<file path="config.mk">
export PLATFORM = sky130hd
export DESIGN_NAME = oes_prep
export DESIGN_NICKNAME = d
export VERILOG_FILES = /design/src/design/oes_pkg.sv /design/src/design/oes_prep.sv
export SDC_FILE = /design/constraint.sdc
export NUM_CORES = 1
export LEC_CHECK = 0
export BUFFER_PORTS_ARGS = -buffer_cell sky130_fd_sc_hd__buf_2
export CELL_PAD_IN_SITES_DETAIL_PLACEMENT = 0
export CELL_PAD_IN_SITES_GLOBAL_PLACEMENT = 1
export CORE_ASPECT_RATIO = 1.4
export CORE_UTILIZATION = 34
export CTS_BUF_LIST = sky130_fd_sc_hd__clkbuf_8
export CTS_CLUSTER_SIZE = 24
export DETAILED_ROUTE_END_ITERATION = 7
export PLACE_DENSITY_LB_ADDON = 0.1
export SYNTH_ARGS = -nofsm -noshare
export SYNTH_HDL_FRONTEND = slang
export SYNTH_SLANG_ARGS = --single-unit
export TNS_END_PERCENT = 1
</file>
<file path="constraint.sdc">
create_clock -name clk_i -period 1.4 [get_ports clk_i]
set_input_delay 0.35 -clock clk_i [delete_from_list [all_inputs] [get_ports clk_i]]
set_output_delay 0.35 -clock clk_i [all_outputs]
set_load 0.1 [all_outputs]
</file>
<file path="src/design/oes_pkg.sv">
// ----------------------------------------------------------------------------
// oes_pkg
// Types, constants and helper functions of the octant edge shift pipeline.
// ----------------------------------------------------------------------------
package oes_pkg;

  localparam int MaxLevel = 19;
  localparam int LevW     = 5;
  localparam int CoordW   = 19;
  // working coordinates need sign and headroom while the walk drifts
  localparam int CW       = MaxLevel + 3;
  localparam int NumSteps = MaxLevel - 1;
  localparam logic [LevW-1:0] LevTop = LevW'(MaxLevel - 1);

  localparam logic [1:0] ModeUp  = 2'd0;
  localparam logic [1:0] ModeMid = 2'd1;
  localparam logic [1:0] ModeDn  = 2'd2;

  typedef struct packed {
    logic [2:0][CW-1:0] c;
  } oct_t;

  typedef struct packed {
    oct_t [2:0]      w;
    logic [LevW-1:0] lev;
    logic [1:0]      axis;
    logic [3:0]      eidx;
    logic            done;
  } stage_t;

  typedef struct packed {
    oct_t mid;
    oct_t up;
    oct_t dn;
  } sibs_t;

  // contact pattern of each edge
  function automatic logic [5:0] contact_pat(input logic [3:0] e);
    logic [5:0] p;
    case (e)
      4'd0:    p = 6'h14;
      4'd1:    p = 6'h18;
      4'd2:    p = 6'h24;
      4'd3:    p = 6'h28;
      4'd4:    p = 6'h11;
      4'd5:    p = 6'h12;
      4'd6:    p = 6'h21;
      4'd7:    p = 6'h22;
      4'd8:    p = 6'h05;
      4'd9:    p = 6'h06;
      4'd10:   p = 6'h09;
      4'd11:   p = 6'h0a;
      default: p = 6'h00;
    endcase
    return p;
  endfunction

  // octant length at a level
  function automatic logic [CW-1:0] side_len(input logic [LevW-1:0] lev);
    logic [LevW-1:0] sh;
    sh = LevW'(MaxLevel) - lev;
    return CW'(1) << sh;
  endfunction

  // side of the crossing axis a is the upper one
  function automatic logic cross_plus(input logic [1:0] axis, input logic [3:0] e,
                                      input int a);
    logic first;
    first = (a == 0) || (a == 1 && axis == 2'd0);
    return first ? e[0] : e[1];
  endfunction

  function automatic oct_t sib(input oct_t o, input logic [LevW-1:0] lev,
                               input logic [1:0] axis, input logic [3:0] e,
                               input logic [1:0] mode);
    oct_t s;
    logic [CW-1:0] h;
    logic want;
    h = side_len(lev);
    for (int a = 0; a < 3; a++) begin
      if (a == int'(axis)) begin
        case (mode)
          ModeUp:  want = 1'b0;
          ModeDn:  want = 1'b1;
          default: want = |(o.c[a] & h);
        endcase
      end else begin
        want = cross_plus(axis, e, a);
      end
      s.c[a] = (o.c[a] & ~h) | (want ? h : '0);
    end
    return s;
  endfunction

  // mid, up and down octants of one pass
  function automatic sibs_t make_sibs(input stage_t s);
    sibs_t r;
    r.up  = sib(s.w[0], s.lev, s.axis, s.eidx, ModeUp);
    r.mid = sib(s.w[1], s.lev, s.axis, s.eidx, ModeMid);
    r.dn  = sib(s.w[2], s.lev, s.axis, s.eidx, ModeDn);
    return r;
  endfunction

endpackage

</file>
<file path="src/design/oes_prep.sv">
// ----------------------------------------------------------------------------
// oes_prep
// Entry stage: fold the edge index, saturate the level, align coordinates.
// ----------------------------------------------------------------------------
module oes_prep (
  input  logic                 clk_i,
  input  logic                 rst_ni,
  input  logic                 en_i,
  input  logic                 valid_i,
  input  logic [18:0]          x_i,
  input  logic [18:0]          y_i,
  input  logic [18:0]          z_i,
  input  logic [4:0]           level_i,
  input  logic [3:0]           edge_i,
  output logic                 valid_o,
  output oes_pkg::stage_t      stage_o
);
  import oes_pkg::*;

  stage_t          stage_d, stage_q;
  logic            valid_q;
  logic [3:0]      e;
  logic [LevW-1:0] lev;
  logic [CW-1:0]   keep;

  // build the first working triple
  always_comb begin
    e       = (edge_i > 4'd11) ? {2'b10, edge_i[1:0]} : edge_i;
    lev     = (level_i > LevTop) ? LevTop : level_i;
    keep    = ~(side_len(lev) - CW'(1));
    stage_d = '0;
    stage_d.w[0].c[0] = {{(CW-CoordW){1'b0}}, x_i} & keep;
    stage_d.w[0].c[1] = {{(CW-CoordW){1'b0}}, y_i} & keep;
    stage_d.w[0].c[2] = {{(CW-CoordW){1'b0}}, z_i} & keep;
    stage_d.w[1] = stage_d.w[0];
    stage_d.w[2] = stage_d.w[0];
    stage_d.lev  = lev;
    stage_d.axis = e[3:2];
    stage_d.eidx = e;
    stage_d.done = 1'b0;
  end

  always_ff @(posedge clk_i or negedge rst_ni) begin
    if (!rst_ni) begin
      valid_q <= 1'b0;
    end else if (en_i) begin
      valid_q <= valid_i;
    end
  end

  always_ff @(posedge clk_i) begin
    if (en_i) begin
      stage_q <= stage_d;
    end
  end

  assign valid_o = valid_q;
  assign stage_o = stage_q;
endmodule

</file>
==> run metrics <==
total grt overflow 0; unrepaired setup endpoints after global routing yes; endpoints failing setup 225; run status finished with violations; clk slew on worst S/H paths 0.07 ns; Avg Vias per Cell 4.48; routed wire length 12.3 mm; Syn Inst Count 393; first-pass GRT wire length 18.0 mm; Worst Path Required 1.50 ns; Initial Util 0.353; max frequency 0.421 GHz; P&R area growth vs syn 97.8%; Worst Max-Slew Pin Slew 0.841 ns; final hold violations 0; Max IR drop VDD 0.711 mV; syn_area_per_cell 10.8 µm²; Via Count 3306; Final Max Tran Viols 0; DRT Pass-1 Iters 6; Cell variety after synth 52; CTS tree done; nets@finish 658; Pwr Total 12.2 mW; Num CTS Buffers 9; failing checks negative setup slack; Max Cap Viol 0; clk sinks 67; Flop pwr share 0.238; clock buffer depth 2; Worst Hold Class in -> reg; Psw 6.10 mW; Clk Latency, worst-skew pair 0.34 ns; initial antenna violation count 0; sequential share of the synthesized area 0.473; final instance count without filler cells 738; initial DRC count 97; mapped cell area 0.00424 mm²; post-route ant nets 0; register bit total from synthesis 67; IO buf count 252; CP Class in -> reg; Die H 134 µm; placed cells 715; top cells by area, synth edfxtp_1, buf_4, and2_1; Max transition margin 0.439; most common cell after layout, fill and taps aside buf_12; DPL Wire Length 10.1 mm; CP arrival 2.47 ns; power share of the combinational group 0.607; Routed wire per std cell 16.6 µm; core area 0.0120 mm²; Fin Hold WS 0.187 ns; floorplan row count 47; n_diodes 0; DIE AREA 0.0129 mm²; Startpoint Class primary input; Tmin final 2.38 ns; Yosys warnings 0; LEAKAGE 3.69 nW; commonest cells after routing, fill and taps aside buf_12, buf_2, edfxtp_1; Synth Flop Type edfxtp_1; worst setup margin -0.976 ns; period utilisation layout 1.70; vias in the first global route 3362; Yosys top cell by area edfxtp_1; largest net degree at the start of global routing 45; post-synth top area share 0.468; All-Layer GR Usage 0.188; Sw Ratio 0.500; Worst Setup End Kind flip-flop; EDFF count, synth 66; Final Skew 0 ns; Power per Cell Area 1460 mW/mm²; H-tree levels 3; Clock Power Share 0.155; Async S/R FF share, synth 0.0149; Remaining DRCs 0; Pint 6.10 mW; critical-path maximum fanout 8; io pins 281; GP Congestion 0.781; clk root buf clkbuf_8; Die Wd 96.4 µm; share of post-route cells with drive strength above 1 0.626
## timing repair
item / in CTS / in global routing
endpoints found under the setup margin: 222 / 232
endpoints found under the hold margin: 1 / 0
pin swaps: 12 / 7
hold buffers: 1 / 0
cloned: 0 / 0
resized for setup: 28 / 20
buffers inserted: 4 / 2
## cell type report
cell class	count	area, µm²
multi-input combinational	191	1410
inverter	6	35.0
tap	147	184
sequential	67	2010
timing repair buffer	311	4520
clock inverter	7	108
fill	875	3610
clock buffer	9	124
## power groups by stage
stage / registers [mW] / clock network [mW] / logic [mW]
final: 2.90 / 1.89 / 7.41
after global routing: 2.93 / 2.01 / 7.57
after CTS: 2.91 / 1.93 / 7.36
after detailed placement: 2.95 / 0 / 7.24
after global placement: 2.94 / 0 / 7.19
after floorplan: 4.03 / 0 / 3.82
## kinds of logic (layout without fill, tap and decap cells)
family,after synthesis,in the layout,synth area share
adder cells (fa/ha/maj),2,2,0.00590
AND/OR/NAND/NOR,109,109,0.151
buffers and inverters,162,333,0.275
flip-flops,67,67,0.473
other,1,28,0.000885
multiplexers,5,5,0.0121
AO/OA/AOI/OAI,43,43,0.0714
XOR/XNOR,4,4,0.0100
## synth_stat cells, drive strengths merged, types with 2 or more instances
master,count
o21a,3
or3,2
xor2,2
and2,27
nor2b,14
inv,6
clkbuf,4
nor4,3
o41ai,3
o311ai,3
ha,2
nand2,22
nand2b,4
nand3,3
nor3b,6
xnor2,2
edfxtp,66
o31ai,2
a21o,3
nor3,5
buf,152
nor2,5
and3b,4
o21ai,12
and3,10
a21oi,8
mux2i,4
a211oi,2
## worst max-delay path, stage by stage
cell	delay, ns
buf_6	0.10
buf_12	0.12
clkinv_8	0.04
nand2_4	0.05
ha_4	0.18
xor2_4	0.19
nor2_4	0.06
nand2_2	0.09
ha_4	0.15
o21ai_2	0.06
o21a_1	0.19
a211o_4	0.33
or3_4	0.41
and3_4	0.16
## final timing paths
path	start	end	slack (ns)	cells after the start
worst max-delay path	level_i[4]	stage_o[156]	-0.98	14
worst min-delay path	edge_i[0]	stage_o[1]	0.19	1
worst max register to register	valid_o	valid_o	0.61	1
max in group asynchronous	rst_ni	valid_o	1.01	2
worst min register to register	valid_o	valid_o	0.59	1
min in group asynchronous	rst_ni	valid_o	0.31	2
## state kept, by name, indices dropped and copies added, names as in the netlist
| register | cells |
|---|---|
| valid_o | 1 |
| stage_o | 66 |
## metrics by stage
stage / worst slack, ns / setup TNS [ns] / instance area, µm² / utilization
6_report: -0.976 / -37.70 / 8390 / 0.699
5_1_grt: -1.03 / -47.27 / 8390 / 0.699
4_1_cts: -0.975 / -40.46 / 8280 / 0.690
3_5_place_dp: -1.53 / -54.52 / 7870 / 0.656
3_3_place_gp: -1.39 / -51.54 / 7870 / 0.656
2_1_floorplan: -1.41 / -82.78 / 4430 / -
## metal layers
metal  GRT usage  wire, µm
met1       0.174      3590
met5           0         0
met2       0.385      7670
met3      0.0363       754
met4      0.0654       250
Power figures use the tool's default switching activity.
