==> config.mk <==
export PLATFORM = sky130hd
export DESIGN_NAME = oes_final
export DESIGN_NICKNAME = d
export VERILOG_FILES = /design/src/design/oes_pkg.sv /design/src/design/oes_final.sv
export SDC_FILE = /design/constraint.sdc
export NUM_CORES = 1
export LEC_CHECK = 0
export ABC_AREA = 0
export BUFFER_PORTS_ARGS = -buffer_cell sky130_fd_sc_hd__buf_2
export CAP_MARGIN = 10
export CORE_MARGIN = 2
export CORE_UTILIZATION = 40
export CTS_BUF_LIST = sky130_fd_sc_hd__clkbuf_8
export DETAILED_ROUTE_END_ITERATION = 6
export HOLD_SLACK_MARGIN = 0.06
export PLACE_DENSITY_LB_ADDON = 0.12
export SYNTH_ARGS = -nofsm -noshare
export SYNTH_HDL_FRONTEND = slang
export SYNTH_SLANG_ARGS = --single-unit
==> constraint.sdc <==
create_clock -name clk_i -period 1 [get_ports clk_i]
set_clock_uncertainty 0.05 [all_clocks]
set_input_delay 0.05 -clock clk_i [delete_from_list [all_inputs] [get_ports clk_i]]
set_output_delay 0.05 -clock clk_i [all_outputs]
set_load 0.01 [all_outputs]
==> src/design/oes_pkg.sv <==
// ----------------------------------------------------------------------------
// oes_pkg
// Types, constants and helper functions of the octant edge shift pipeline.
// ----------------------------------------------------------------------------
package oes_pkg;

  localparam int MaxLevel = 19;
  localparam int LevW     = 5;
  localparam int CoordW   = 19;
  // working coordinates need sign and headroom while the walk drifts
  localparam int CW       = MaxLevel + 3;
  localparam int NumSteps = MaxLevel - 1;
  localparam logic [LevW-1:0] LevTop = LevW'(MaxLevel - 1);

  localparam logic [1:0] ModeUp  = 2'd0;
  localparam logic [1:0] ModeMid = 2'd1;
  localparam logic [1:0] ModeDn  = 2'd2;

  typedef struct packed {
    logic [2:0][CW-1:0] c;
  } oct_t;

  typedef struct packed {
    oct_t [2:0]      w;
    logic [LevW-1:0] lev;
    logic [1:0]      axis;
    logic [3:0]      eidx;
    logic            done;
  } stage_t;

  typedef struct packed {
    oct_t mid;
    oct_t up;
    oct_t dn;
  } sibs_t;

  // contact pattern of each edge
  function automatic logic [5:0] contact_pat(input logic [3:0] e);
    logic [5:0] p;
    case (e)
      4'd0:    p = 6'h14;
      4'd1:    p = 6'h18;
      4'd2:    p = 6'h24;
      4'd3:    p = 6'h28;
      4'd4:    p = 6'h11;
      4'd5:    p = 6'h12;
      4'd6:    p = 6'h21;
      4'd7:    p = 6'h22;
      4'd8:    p = 6'h05;
      4'd9:    p = 6'h06;
      4'd10:   p = 6'h09;
      4'd11:   p = 6'h0a;
      default: p = 6'h00;
    endcase
    return p;
  endfunction

  // octant length at a level
  function automatic logic [CW-1:0] side_len(input logic [LevW-1:0] lev);
    logic [LevW-1:0] sh;
    sh = LevW'(MaxLevel) - lev;
    return CW'(1) << sh;
  endfunction

  // side of the crossing axis a is the upper one
  function automatic logic cross_plus(input logic [1:0] axis, input logic [3:0] e,
                                      input int a);
    logic first;
    first = (a == 0) || (a == 1 && axis == 2'd0);
    return first ? e[0] : e[1];
  endfunction

  function automatic oct_t sib(input oct_t o, input logic [LevW-1:0] lev,
                               input logic [1:0] axis, input logic [3:0] e,
                               input logic [1:0] mode);
    oct_t s;
    logic [CW-1:0] h;
    logic want;
    h = side_len(lev);
    for (int a = 0; a < 3; a++) begin
      if (a == int'(axis)) begin
        case (mode)
          ModeUp:  want = 1'b0;
          ModeDn:  want = 1'b1;
          default: want = |(o.c[a] & h);
        endcase
      end else begin
        want = cross_plus(axis, e, a);
      end
      s.c[a] = (o.c[a] & ~h) | (want ? h : '0);
    end
    return s;
  endfunction

  // mid, up and down octants of one pass
  function automatic sibs_t make_sibs(input stage_t s);
    sibs_t r;
    r.up  = sib(s.w[0], s.lev, s.axis, s.eidx, ModeUp);
    r.mid = sib(s.w[1], s.lev, s.axis, s.eidx, ModeMid);
    r.dn  = sib(s.w[2], s.lev, s.axis, s.eidx, ModeDn);
    return r;
  endfunction

endpackage

==> src/design/oes_final.sv <==
// ----------------------------------------------------------------------------
// oes_final
// Output stage: form mid, up and down of the last pass and clamp into root.
// ----------------------------------------------------------------------------
module oes_final (
  input  logic                 clk_i,
  input  logic                 rst_ni,
  input  logic                 en_i,
  input  logic                 valid_i,
  input  oes_pkg::stage_t      stage_i,
  output logic                 valid_o,
  output oes_pkg::sibs_t       res_o,
  output logic [4:0]           lev_o
);
  import oes_pkg::*;

  sibs_t           res_d, res_q;
  logic [LevW-1:0] lev_q;
  logic            valid_q;
  logic [CW-1:0]   th;

  function automatic logic [CW-1:0] clamp(input logic [CW-1:0] v,
                                          input logic [CW-1:0] top);
    logic [CW-1:0] r;
    if ($signed(v) < 0) begin
      r = '0;
    end else if ($signed(v) >= $signed(CW'(1 << MaxLevel))) begin
      r = top;
    end else begin
      r = v;
    end
    return r;
  endfunction

  // clamp the three octants, mid only off the edge axis
  always_comb begin
    th    = CW'(1 << MaxLevel) - side_len(stage_i.lev);
    res_d = make_sibs(stage_i);
    for (int a = 0; a < 3; a++) begin
      if (a != int'(stage_i.axis)) begin
        res_d.mid.c[a] = clamp(res_d.mid.c[a], th);
      end
      res_d.up.c[a] = clamp(res_d.up.c[a], th);
      res_d.dn.c[a] = clamp(res_d.dn.c[a], th);
    end
  end

  always_ff @(posedge clk_i or negedge rst_ni) begin
    if (!rst_ni) begin
      valid_q <= 1'b0;
    end else if (en_i) begin
      valid_q <= valid_i;
    end
  end

  always_ff @(posedge clk_i) begin
    if (en_i) begin
      res_q <= res_d;
      lev_q <= stage_i.lev;
    end
  end

  assign valid_o = valid_q;
  assign res_o   = res_q;
  assign lev_o   = lev_q;
endmodule

==> results of run 1 <==
layout make-up:
| cell class | count | area, um2 |
|---|---|---|
| Sequential cell | 204 | 6120 |
| Clock inverter | 27 | 151 |
| Multi-Input combinational cell | 850 | 6750 |
| Fill cell | 2049 | 7230 |
| Clock buffer | 41 | 564 |
| Inverter | 20 | 86.3 |
| Tap cell | 390 | 488 |
| Antenna cell | 3 | 7.51 |
| Timing Repair Buffer | 1003 | 8010 |
power groups by stage:
| stage | clock network, mW | registers, mW | logic [mW] |
|---|---|---|---|
| floorplan | 0 | 11.3 | 2.69 |
| global placement | 0 | 10.9 | 7.34 |
| detailed placement | 0 | 10.9 | 7.40 |
| CTS | 7.89 | 10.7 | 8.72 |
| global route | 8.22 | 10.8 | 10.0 |
| finish | 7.87 | 10.8 | 9.63 |
final timing paths:
| check | endpoint | slack (ns) | cells after the start |
|---|---|---|---|
| max | res_o[193] | -1.13 | 15 |
| min reg2reg | valid_o | 0.48 | 1 |
| max in group asynchronous | valid_o | 0.48 | 3 |
| min in group asynchronous | valid_o | 0.32 | 3 |
| max reg2reg | valid_o | 0.19 | 1 |
| min | res_o[0] | 0.009 | 5 |
layer usage:
layer  part of all wire [%]  vias to the layer above  track usage [%]
met4                    7.1                        0             22.5
met2                     46                     1065             64.0
met3                     10                      267             7.30
met5                      0                        -                0
met1                     37                     7175             49.2
li1                       -                     6509                -
metrics by stage:
step | worst slack [ns] | util (%) | instance area (um2) | hold WS [ns]
2_1_floorplan | -2.01 | - | 12300 | -0.296
6_report | -1.13 | 75.4 | 22200 | 0.00896
3_3_place_gp | -1.83 | 59.6 | 17500 | -0.225
4_1_cts | -1.03 | 71.9 | 21100 | -0.181
5_1_grt | -1.13 | 75.4 | 22200 | 0.0407
3_5_place_dp | -1.80 | 59.6 | 17500 | -0.224
registers in the layout, indices dropped and copies added, names as in the netlist:
name,count
lev_o,5
valid_o,1
res_o,198
cells in the mapped netlist (9+ instances only):
| master | count | share of area, % |
|---|---|---|
| nor2_1 | 206 | 6.5 |
| edfxtp_1 | 203 | 51 |
| a211oi_1 | 136 | 8.6 |
| a21oi_1 | 86 | 3.6 |
| nand2_1 | 69 | 2.2 |
| clkbuf_1 | 62 | 2.0 |
| a221oi_1 | 37 | 2.7 |
| o21ai_0 | 37 | 1.6 |
| mux2i_1 | 29 | 2.4 |
| buf_2 | 27 | 1.1 |
| nor3_1 | 26 | 1.1 |
| nand3_1 | 24 | 1.0 |
| o31a_1 | 20 | 1.5 |
| a22oi_1 | 19 | 1.2 |
| inv_1 | 19 | 0.60 |
| o22ai_1 | 15 | 0.79 |
| o221ai_1 | 12 | 0.89 |
| a31oi_1 | 11 | 0.58 |
| buf_1 | 10 | 0.32 |
| nand2b_1 | 9 | 0.47 |
kinds of logic after synthesis:
logic type	share of synthesized area, %
flip-flops	51.6
AO/OA/AOI/OAI	26.2
adder cells (fa/ha/maj)	0.211
AND/OR/NAND/NOR	13.8
XOR/XNOR	0.422
multiplexers	3.49
buffers and inverters	4.27
worst max-delay path: stages:
cell and delay, ns:
buf_6 0.10, inv_4 0.05, ha_4 0.18, xor2_4 0.27, buf_6 0.17, buf_6 0.11
nor2_4 0.03, a22o_1 0.23, a2111oi_4 0.31, buf_4 0.17, a21o_1 0.15, a21oi_4 0.07
buf_12 0.14, clkbuf_16 0.16, a221oi_2 0.23
repair_timing:
| action | CTS | global route |
|---|---|---|
| pin swaps | 44 | 54 |
| setup buffers | 29 | 19 |
| endpoints found under the setup margin | 402 | 402 |
| gates cloned | 4 | 8 |
| endpoints found under the hold margin | 269 | 3 |
| hold buffers | 178 | 2 |
| gates resized for setup | 177 | 136 |
==> flow_metrics.env, run 1 <==
export IMPL_power_mw=28.3
export IMPL_synth_cells=1176
export IMPL_first_global_vias=14600
export IMPL_cp_startpoint="stage_i[10]"
export IMPL_dominantRegCellSynth="edfxtp_1"
export IMPL_clock_fmax_mhz=469
export IMPL_end_kind="register"
export IMPL_cts_tree="done"
export IMPL_setup_ws_ns=-1.13
export IMPL_core_rowCount=63
export IMPL_worst_slew_pin_slew_ns=0.611
export IMPL_synthesis_nets=1392
export IMPL_coreArea_um2=29400
export IMPL_ys_ff_latch=204
export IMPL_switching_share_pct=32.6
export IMPL_reg2reg_from="valid_o"
export IMPL_arrival_ns=2.43
export IMPL_clkLatencyLatePin_ns=0.54
export IMPL_hpwl_um=45800
export IMPL_synth_edff_count=203
export IMPL_cts_clk_slew_worst_paths_ns=0.06
export IMPL_initial_core_util_pct=40.3
export IMPL_die_x_um=176
export IMPL_layout_drive_gt1_share_pct=53.7
export IMPL_p_int_mw=19.0
export IMPL_rsz0062_at_grt="true"
export IMPL_antenna_left=0
export IMPL_clockRootBuffer="clkbuf_8"
export IMPL_maxCapViolations=0
export IMPL_yosysSeqAreaShare_pct=51.6
export IMPL_hp_start="stage_i[163]"
export IMPL_vias=15000
export IMPL_vdd_ir_drop_worst_mv=0.945
export IMPL_synthDistinctLibCells=75
export IMPL_setup_violations=402
export IMPL_route_detailed_drc=0
export IMPL_ys_warn_count=0
export IMPL_path_class="input pin to register"
export IMPL_stdcell_count=2538
export IMPL_seq_power_share_pct=38.1
export IMPL_design_die_area_um2=31000
export IMPL_min_path_type="input pin to register"
export IMPL_dp_cells=2229
export IMPL_grtUsageTotal_pct=39.3
export IMPL_fin_crit_ns=2.13
export IMPL_crit_required_ns=1.30
export IMPL_status="complete, but fails checks"
export IMPL_num_io_pins=418
export IMPL_grt_start_max_net_pins=34
export IMPL_mostFrequentLayoutCells="buf_2, buf_4, edfxtp_1, nor2_1, dlygate4sd3_1"
export IMPL_antenna_found_initial=3
export IMPL_slew_headroom_pct=59.1
export IMPL_drtIter0Drc=1711
export IMPL_synth_area_um2=11900
export IMPL_clkPwrFrac_pct=27.8
export IMPL_cts_sinks=204
export IMPL_violations="setup timing"
export IMPL_pwr_share_comb_pct=34.1
export IMPL_leakage_nw=9.09
export IMPL_syn_to_final_growth_pct=87.0
export IMPL_crit_path_max_fanout=5
export IMPL_p_sw_mw=9.20
export IMPL_vias_per_cell=5.92
export IMPL_slew_violations=0
export IMPL_grt_pass1_wl_um=90100
export IMPL_postSynthAreaPerCell_um2=10.1
export IMPL_power_density_nw_per_um2=1270
export IMPL_finalCritPeriodShare_pct=213
export IMPL_worstSetupStartpointType="input pin"
export IMPL_place_congestion=0.967
export IMPL_async_flop_share_pct=0.490
export IMPL_cts_buffer_depth=3
export IMPL_nNetsFinal=2333
export IMPL_final_hold_violation_count=0
export IMPL_numCtsBuffers=38
export IMPL_finalWirelength_um=64600
export IMPL_layout_commonest_cell="buf_2"
export IMPL_grt_ovfl_total=0
export IMPL_htree_levels=2
export IMPL_dieHeight_um=176
export IMPL_drt_pass1_iterations=5
export IMPL_avgRoutedWirePerCell_um=25.5
export IMPL_setup_tns_ns=-216.23
export IMPL_port_buffers=414
Power figures use the tool's default switching activity.
==> run 2, diff against run 1 <==
Settings changed: RECOVER_POWER set to 50.
==> flow_metrics.env, run 2 (synthesized netlist as in run 1, its figures left out) <==
export IMPL_grt_pass1_wl_um=90100
export IMPL_clkPwrFrac_pct=27.8
export IMPL_dieHeight_um=176
export IMPL_pre_cts_ws_ns=-1.80
export IMPL_crit_required_ns=1.30
export IMPL_rsz0062_at_grt="true"
export IMPL_finalWirelength_um=64600
export IMPL_drtIter0Drc=1686
export IMPL_clkLatencyLatePin_ns=0.54
export IMPL_worstSetupStartpointType="input pin"
export IMPL_htree_levels=2
export IMPL_vdd_ir_drop_worst_mv=0.942
export IMPL_design_die_area_um2=31000
export IMPL_nNetsFinal=2333
export IMPL_numCtsBuffers=38
export IMPL_core_rowCount=63
export IMPL_route_detailed_drc=0
export IMPL_mostFrequentLayoutCells="buf_2, buf_4, edfxtp_1, nor2_1, dlygate4sd3_1"
export IMPL_grtUsageTotal_pct=39.3
export IMPL_arrival_ns=2.44
export IMPL_p_sw_mw=9.16
export IMPL_coreArea_um2=29400
export IMPL_die_x_um=176
export IMPL_placed_area_um2=17500
export IMPL_final_hold_violation_count=0
export IMPL_antenna_found_initial=3
export IMPL_first_global_vias=14600
export IMPL_vias=15000
export IMPL_setup_ws_ns=-1.14
export IMPL_layout_drive_gt1_share_pct=53.7
export IMPL_largest_reg_flops=198
export IMPL_crit_path_max_fanout=5
export IMPL_p_int_mw=19.0
export IMPL_drt_pass1_iterations=6
export IMPL_cts_sinks=204
export IMPL_slew_violations=0
export IMPL_num_io_pins=418
export IMPL_layout_commonest_cell="buf_2"
export IMPL_pwr_share_comb_pct=34.0
export IMPL_antenna_left=0
export IMPL_worst_slew_pin_slew_ns=0.582
export IMPL_setup_violations=597
export IMPL_maxCapViolations=0
export IMPL_min_path_type="input pin to register"
export IMPL_cts_tree="done"
export IMPL_slew_headroom_pct=61.0
export IMPL_initial_core_util_pct=40.3
export IMPL_vias_per_cell=5.91
export IMPL_avgRoutedWirePerCell_um=25.4
export IMPL_clockRootBuffer="clkbuf_8"
export IMPL_stdcell_area_um2=22100
export IMPL_grt_start_max_net_pins=34
export IMPL_switching_share_pct=32.5
export IMPL_syn_to_final_growth_pct=86.5
export IMPL_status="complete, but fails checks"
export IMPL_cts_buffer_depth=3
export IMPL_r2r_slack_ns=0.19
export IMPL_port_buffers=414
export IMPL_grt_ovfl_total=0
export IMPL_power_mw=28.2
export IMPL_cts_clk_slew_worst_paths_ns=0.06
export IMPL_clock_fmax_mhz=466
export IMPL_path_class="input pin to register"
export IMPL_power_density_nw_per_um2=1270
export IMPL_place_congestion=0.967
export IMPL_violations="setup timing"
export IMPL_end_kind="register"
export IMPL_leakage_nw=9.07
export IMPL_finalCritPeriodShare_pct=214
export IMPL_fin_crit_ns=2.14
export IMPL_seq_power_share_pct=38.2
export IMPL_hpwl_um=45800
==> run 2: cell types whose count changed in the layout (fill, tap and decap cells not counted), sizes merged <==
| cell | before | now |
|---|---|---|
| buf | 814 | 811 |
| clkbuf | 49 | 52 |
==> run 2: worst paths after layout <==
path	start	end	depth (start not counted)
max reg2reg	valid_o	valid_o	1
max in group asynchronous	rst_ni	valid_o	3
min reg2reg	valid_o	valid_o	1
min in group asynchronous	rst_ni	valid_o	3
min	stage_i[163]	res_o[0]	5
max	stage_i[10]	res_o[193]	15
==> run 2: power by group through the flow <==
stage / clock network (mW) / logic, mW / registers, mW
2_1_floorplan: 0 / 2.69 / 11.3
3_3_place_gp: 0 / 7.34 / 10.9
3_5_place_dp: 0 / 7.40 / 10.9
4_1_cts: 7.89 / 8.72 / 10.7
5_1_grt: 8.22 / 9.99 / 10.8
6_report: 7.84 / 9.60 / 10.8
==> run 2: area by class of cell <==
type	count	area, um2
antenna	3	7.51
clock inverter	27	151
multi-input combinational	850	6750
clock buffer	41	564
timing repair buffer	1003	7950
fill	2057	7280
tap	390	488
sequential	204	6120
inverter	20	86.3
==> run 2: per-layer routing <==
metal | vias up | share of wire, % | GRT usage, %
li1 | 6503 | - | -
met1 | 7171 | 37 | 49.2
met2 | 1046 | 46 | 64.0
met3 | 270 | 10 | 7.30
met4 | 0 | 6.9 | 22.5
met5 | - | 0 | 0
==> run 2: timing repair <==
item                                   4_1_cts  5_1_grt
resized for setup                          177      136
gates cloned                                 4        8
endpoints found under the hold margin      269        3
hold buffers                               178        2
buffers inserted                            29       19
pin swaps                                   44       54
setup endpoints to repair                  402      402
==> run 2: critical path, cell delays in order <==
cell and delay (ns):
buf_6 0.10, inv_4 0.05, ha_4 0.18, xor2_4 0.27, buf_6 0.17, buf_6 0.11, nor2_4 0.03, a22o_1 0.23
a2111oi_4 0.32, buf_4 0.17, a21o_1 0.15, a21oi_4 0.07, buf_12 0.14, clkbuf_16 0.16, a221oi_2 0.23
==> run 2: stage by stage <==
stage | TNS, ns | instances | hold slack [ns] | util [%]
after floorplan | -319.51 | 1176 | -0.296 | -
after global placement | -315.30 | 2229 | -0.225 | 59.6
after detailed placement | -315.99 | 2229 | -0.224 | 59.6
after CTS | -205.64 | 2507 | -0.181 | 71.9
after global routing | -284.56 | 2538 | 0.0407 | 75.2
final | -257.56 | 2538 | 0.0149 | 75.2
